$ cat config.mk
export PLATFORM = sky130hd
export DESIGN_NAME = m3inv_ctrl
export DESIGN_NICKNAME = d
export VERILOG_FILES = /design/src/design/m3inv_pkg.sv /design/src/design/m3inv_ctrl.sv
export SDC_FILE = /design/constraint.sdc
export NUM_CORES = 1
export LEC_CHECK = 0
export ABC_CLOCK_PERIOD_IN_PS = 5150
export BUFFER_PORTS_ARGS = -buffer_cell sky130_fd_sc_hd__clkbuf_2
export CORE_MARGIN = 8
export CORE_UTILIZATION = 60
export CTS_BUF_LIST = sky130_fd_sc_hd__clkbuf_8
export CTS_CLUSTER_DIAMETER = 120
export CTS_CLUSTER_SIZE = 12
export DETAILED_ROUTE_END_ITERATION = 12
export GPL_TIMING_DRIVEN = 1
export PLACE_DENSITY = 0.81
export SETUP_SLACK_MARGIN = 0.15
export SLEW_MARGIN = 10
export SYNTH_ARGS = -nofsm -noshare
export SYNTH_HDL_FRONTEND = slang
export SYNTH_SLANG_ARGS = --single-unit
$ cat constraint.sdc
create_clock -name clk_i -period 5.15 [get_ports clk_i]
set_clock_uncertainty 0.05 [all_clocks]
set_input_delay 1.03 -clock clk_i [delete_from_list [all_inputs] [get_ports clk_i]]
set_output_delay 1.03 -clock clk_i [all_outputs]
set_load 0.005 [all_outputs]
$ cat src/design/m3inv_pkg.sv
// Shared types, constants and cofactor index table of the 3x3 inverter.
package m3inv_pkg;

  localparam int ELEM_W    = 32;
  localparam int DET_OUT_W = 64;
  localparam int N_ELEM    = 9;
  localparam int IDX_W     = 4;
  localparam int COF_W     = 2 * ELEM_W + 1;
  localparam int DET_W     = 3 * ELEM_W + 2;
  localparam int QUO_W     = ELEM_W + 1;
  localparam int CNT_W     = 6;
  localparam int STEP_W    = 3;

  typedef enum logic [2:0] {
    ST_LOAD,
    ST_COF,
    ST_DET,
    ST_DMAG,
    ST_DIV,
    ST_ITER,
    ST_DONE,
    ST_OUT
  } state_e;

  typedef struct packed {
    logic             wr_en;
    logic             rd_en;
    logic [IDX_W-1:0] addr;
    logic             ld_a;
    logic             ld_b;
    logic             mul_ab;
    logic             cof_init;
    logic             cof_store;
    logic             mul_lo;
    logic             mul_hi;
    logic             add_lo;
    logic             add_hi;
    logic             det_clear;
    logic             det_fin;
    logic             div_load;
    logic             div_init;
    logic             div_step;
    logic             out_load;
    logic             last;
    logic [IDX_W-1:0] sel;
  } cmd_t;

  typedef struct packed {
    logic det_zero;
  } sts_t;

  // Element addresses for cofactor k = m[a]*m[b] - m[c]*m[d] (adjugate order).
  function automatic logic [IDX_W-1:0] cof_idx(input logic [IDX_W-1:0] k,
                                               input logic [1:0] pos);
    logic [4*IDX_W-1:0] row;
    unique case (k)
      4'd0:    row = {4'd4, 4'd8, 4'd5, 4'd7};
      4'd1:    row = {4'd2, 4'd7, 4'd1, 4'd8};
      4'd2:    row = {4'd1, 4'd5, 4'd2, 4'd4};
      4'd3:    row = {4'd5, 4'd6, 4'd3, 4'd8};
      4'd4:    row = {4'd0, 4'd8, 4'd2, 4'd6};
      4'd5:    row = {4'd2, 4'd3, 4'd0, 4'd5};
      4'd6:    row = {4'd3, 4'd7, 4'd4, 4'd6};
      4'd7:    row = {4'd1, 4'd6, 4'd0, 4'd7};
      4'd8:    row = {4'd0, 4'd4, 4'd1, 4'd3};
      default: row = '0;
    endcase
    return row[(3 - pos) * IDX_W +: IDX_W];
  endfunction

endpackage

$ cat src/design/m3inv_ctrl.sv
// Sequencer: load, cofactor, determinant, divide and output phases.
module m3inv_ctrl (
  input  logic             clk_i,
  input  logic             rst_ni,
  input  logic             element_valid_i,
  output logic             element_ready_o,
  output logic             result_valid_o,
  input  logic             result_ready_i,
  input  m3inv_pkg::sts_t  sts_i,
  output m3inv_pkg::cmd_t  cmd_o
);
  import m3inv_pkg::*;

  state_e            state_q, state_d;
  logic [STEP_W-1:0] step_q, step_d;
  logic [IDX_W-1:0]  k_q, k_d;
  logic [CNT_W-1:0]  cnt_q, cnt_d;
  logic              last_k;

  assign last_k = (k_q == IDX_W'(N_ELEM - 1));

  always_ff @(posedge clk_i or negedge rst_ni) begin
    if (!rst_ni) begin
      state_q <= ST_LOAD;
      step_q  <= '0;
      k_q     <= '0;
      cnt_q   <= '0;
    end else begin
      state_q <= state_d;
      step_q  <= step_d;
      k_q     <= k_d;
      cnt_q   <= cnt_d;
    end
  end

  always_comb begin
    state_d         = state_q;
    step_d          = step_q;
    k_d             = k_q;
    cnt_d           = cnt_q;
    cmd_o           = '0;
    element_ready_o = 1'b0;
    result_valid_o  = 1'b0;
    unique case (state_q)
      ST_LOAD: begin
        element_ready_o = 1'b1;
        cmd_o.addr      = k_q;
        if (element_valid_i) begin
          cmd_o.wr_en = 1'b1;
          if (last_k) begin
            k_d     = '0;
            step_d  = '0;
            state_d = ST_COF;
          end else begin
            k_d = k_q + IDX_W'(1);
          end
        end
      end
      ST_COF: begin
        cmd_o.sel = k_q;
        step_d    = step_q + STEP_W'(1);
        unique case (step_q)
          3'd0: begin
            cmd_o.rd_en = 1'b1;
            cmd_o.addr  = cof_idx(k_q, 2'd0);
          end
          3'd1: begin
            cmd_o.ld_a  = 1'b1;
            cmd_o.rd_en = 1'b1;
            cmd_o.addr  = cof_idx(k_q, 2'd1);
          end
          3'd2: begin
            cmd_o.ld_b  = 1'b1;
            cmd_o.rd_en = 1'b1;
            cmd_o.addr  = cof_idx(k_q, 2'd2);
          end
          3'd3: begin
            cmd_o.mul_ab = 1'b1;
            cmd_o.ld_a   = 1'b1;
            cmd_o.rd_en  = 1'b1;
            cmd_o.addr   = cof_idx(k_q, 2'd3);
          end
          3'd4: begin
            cmd_o.ld_b     = 1'b1;
            cmd_o.cof_init = 1'b1;
          end
          3'd5: cmd_o.mul_ab = 1'b1;
          3'd6: begin
            cmd_o.cof_store = 1'b1;
            step_d          = '0;
            if (last_k) begin
              cmd_o.det_clear = 1'b1;
              k_d             = '0;
              state_d         = ST_DET;
            end else begin
              k_d = k_q + IDX_W'(1);
            end
          end
          default: step_d = '0;
        endcase
      end
      ST_DET: begin
        // Expand along row 0: det = sum of m[j] * cofactor[3j].
        cmd_o.sel  = IDX_W'({k_q[IDX_W-2:0], 1'b0}) + k_q;
        cmd_o.addr = k_q;
        step_d     = step_q + STEP_W'(1);
        unique case (step_q)
          3'd0: cmd_o.rd_en  = 1'b1;
          3'd1: cmd_o.ld_a   = 1'b1;
          3'd2: cmd_o.mul_lo = 1'b1;
          3'd3: begin
            cmd_o.add_lo = 1'b1;
            cmd_o.mul_hi = 1'b1;
          end
          3'd4: begin
            cmd_o.add_hi = 1'b1;
            step_d       = '0;
            if (k_q == IDX_W'(2)) begin
              k_d     = '0;
              state_d = ST_DMAG;
            end else begin
              k_d = k_q + IDX_W'(1);
            end
          end
          default: step_d = '0;
        endcase
      end
      ST_DMAG: begin
        cmd_o.det_fin = 1'b1;
        step_d        = '0;
        state_d       = ST_DIV;
      end
      ST_DIV: begin
        cmd_o.sel  = k_q;
        cmd_o.last = last_k;
        if (sts_i.det_zero) begin
          cmd_o.out_load = 1'b1;
          state_d        = ST_OUT;
        end else if (step_q == '0) begin
          cmd_o.div_load = 1'b1;
          step_d         = STEP_W'(1);
        end else begin
          cmd_o.div_init = 1'b1;
          step_d         = '0;
          cnt_d          = '0;
          state_d        = ST_ITER;
        end
      end
      ST_ITER: begin
        cmd_o.div_step = 1'b1;
        cnt_d          = cnt_q + CNT_W'(1);
        if (cnt_q == CNT_W'(QUO_W - 1)) begin
          state_d = ST_DONE;
        end
      end
      ST_DONE: begin
        cmd_o.out_load = 1'b1;
        cmd_o.last     = last_k;
        state_d        = ST_OUT;
      end
      ST_OUT: begin
        result_valid_o = 1'b1;
        if (result_ready_i) begin
          step_d = '0;
          if (last_k) begin
            k_d     = '0;
            state_d = ST_LOAD;
          end else begin
            k_d     = k_q + IDX_W'(1);
            state_d = ST_DIV;
          end
        end
      end
      default: state_d = ST_LOAD;
    endcase
  end

endmodule

==> metrics <==
max layer used=met4; Synth Instances=223; antenna violations before repair=0; R2R Path End=state_q[1]$_DFFE_PN0P_; Synth async-reset ratio=100%; Post-CTS Setup Bufs=0; CTS tree=built; core area=2760 sq um; status=completed; wirelength, routed=4360 um; VDD IR-drop max=0.424 mV; post-synth top area share=23.0%; final max-slew violation count=0; GRT overflow=0; Sinks on Clock Net=16; Worst-path clk slew=0.07 ns; cts hold-fix bufs=0; width of the die=69.9 um; DRC=0; LEAKAGE=0.875 nW; Pwr Density=602 nW/um^2; via-per-instance ratio=5.93; Initial Util=63.1%; CP Max Fanout=10; routability cong.=0.904; drt first-iter violations=119; Compound-Gate Fraction of Synth Area=23.9%; Yosys Warn Count=0; Worst Hold Launch=cnt_q[0]$_DFFE_PN0P_; slowest CP cell=dfrtp_1; Synth area leader=dfrtp_1; CP startpoint kind=flip-flop; GRT Resource Usage Total=17.8%; die area=4880 sq um; vias=1655; Port Buffer Count=32; RR Startpoint=k_q[2]$_DFFE_PN0P_; share of layout cells above drive strength 1=19.4%; Clock Latency Late Sink=0.26 ns; vias in the first global route=1590; WS Path Type=reg -> out; Top delay family on crit path=flip-flops; Place WS=2.07 ns; fmax=0.298 GHz; count of cell types in the netlist=53; Setup violations, final=0; CTS resizes=0; die height=69.9 um; CTS Buffer Depth=2; largest net degree at the start of global routing=26; #FFs+latches synth=16; fin worst setup slack=1.80 ns; largest family of logic cells by synthesized area=simple AND/OR/NAND/NOR gates; clock period minus worst slack=3.35 ns; worst path arrival time=2.27 ns; H-tree depth=1; final setup TNS=0 ns; max_cap viols=0; RSZ-0062 raised after global routing=false; Buf/Inv on CP=2; Fin Hold WS=0.484 ns; Rel. slew slack=50.3%; routed length per instance=15.6 um; first-pass detailed-route iteration total=4; Period Utilization, post-route=65.1%; Synth Area in XOR/XNOR=3.02%; EDFF count, synth=0; ys flop type=dfrtp_1; worst reg2reg path depth=7; met2 WL post-DR=2050 um; post-synthesis mux area share=1.73%; Hold EP=cnt_q[0]$_DFFE_PN0P_; CTS Buf Count=3; Syn Area/Cell=7.80 sq um; critical-path cell list=inv_1 > ha_1 > or3b_2 > a21oi_1 > a31oi_1 > o21ai_0 > a22o_1 > clkbuf_2; CP peak stage delay=0.54 ns; Post-Syn Area=1740 sq um; fraction of the mapped netlist area in adder cells=12.7%; Post-Synth Simple-Gate Area=28.3%; Slew @ Worst Pin=0.745 ns; Worst Setup End Kind=output pin; sequential area share after synthesis=23.0%; first-pass GRT wire length=7470 um; antenna cells=0; IO Pins=33; R2R Setup Slk=2.88 ns; dominant cells by area after synthesis=dfrtp_1, ha_1, o21ai_0; Synth top cells by count=nor2_1, nand2_1, o21ai_0, dfrtp_1, ha_1; Tot Pwr=1.16 mW; top-count cell post-synth=nor2_1; Area Growth Syn to Fin=10.5%; Hold Path Depth=1; HPWL Detailed=3240 um; Routed met1 length=1900 um; Required @ worst endpoint=4.07 ns; Clock Tree Root=clkbuf_8; Tightest Hold Check Type=reg -> reg; final net count=271; post-route ant nets=0; syn_nets=245; Fin. Hold Viols=0; met3 wire length=355 um; num rows=19
==> cell families after synthesis <==
| group | after synthesis |
|---|---|
| XOR/XNOR | 6 |
| AO/OA/AOI/OAI | 62 |
| flip-flops | 16 |
| AND/OR/NAND/NOR | 93 |
| adder cells (fa/ha/maj) | 17 |
| buffers and inverters | 26 |
| multiplexers | 3 |
==> per-layer routing <==
| metal | vias to the layer above | track usage, % |
|---|---|---|
| met5 | - | 0 |
| met4 | 0 | 6.03 |
| met3 | 9 | 4.38 |
| met2 | 67 | 29.0 |
| met1 | 744 | 22.1 |
| li1 | 835 | - |
==> worst register-to-register path: cells and delay by family, from the launching register on <==
kind	cells	cell delay [ns]
AND/OR/NAND/NOR	3	0.57
buffers and inverters	1	0.31
flip-flops	1	0.57
AO/OA/AOI/OAI	2	0.43
adder cells (fa/ha/maj)	1	0.26
==> area by class of cell <==
cell class                      instances  area, sq um
Clock buffer                            4         55.1
Fill cell                             244          835
Inverter                               15         56.3
Multi-Input combinational cell        181         1210
Sequential cell                        16          400
Tap cell                               31         38.8
Timing Repair Buffer                   32          160
==> per-stage QoR <==
step	cells	cell area [sq um]	utilization, %
after floorplan	223	1740	-
after global placement	275	1870	67.7
after detailed placement	275	1870	67.7
after CTS	279	1920	69.7
after global routing	279	1920	69.7
final	279	1920	69.7
==> placed cells by master (no fill, tap or decap), types with 4 or more instances in the layout <==
cell and instances:
clkbuf_2 32, nor2_1 25, nand2_1 23, o21ai_0 19, ha_1 16, dfrtp_1 16
inv_1 15, a21oi_1 10, nand2b_1 7, and2_1 7, a22oi_1 6, nor2b_1 5
xor2_1 5, nand3_1 5, nor3_1 4, a22o_1 4, clkbuf_8 4
==> flip-flops by register name, summed over array words and instances (netlist names) <==
signal / flops
cnt_q: 6
k_q: 4
state_q: 3
step_q: 3
==> worst max-delay path by stage <==
stage | startpoint | end | slack, ns | cells past startpoint
after floorplan | k_q[1]$_DFFE_PN0P_ | cmd_o[20] | 2.31 | 8
after global placement | k_q[0]$_DFFE_PN0P_ | cmd_o[20] | 2.12 | 8
after detailed placement | k_q[0]$_DFFE_PN0P_ | cmd_o[20] | 2.07 | 8
after CTS | k_q[0]$_DFFE_PN0P_ | cmd_o[20] | 1.79 | 8
after global routing | k_q[0]$_DFFE_PN0P_ | cmd_o[20] | 1.64 | 8
final | k_q[0]$_DFFE_PN0P_ | cmd_o[20] | 1.80 | 8
==> power by group <==
| group | internal, mW | total (mW) | leakage (nW) | switching [mW] |
|---|---|---|---|---|
| clock network | 0.0680 | 0.116 | 0.0288 | 0.0483 |
| logic | 0.321 | 0.722 | 0.648 | 0.401 |
| registers | 0.176 | 0.318 | 0.198 | 0.142 |
Note: power is estimated with default switching activity, not from simulation.
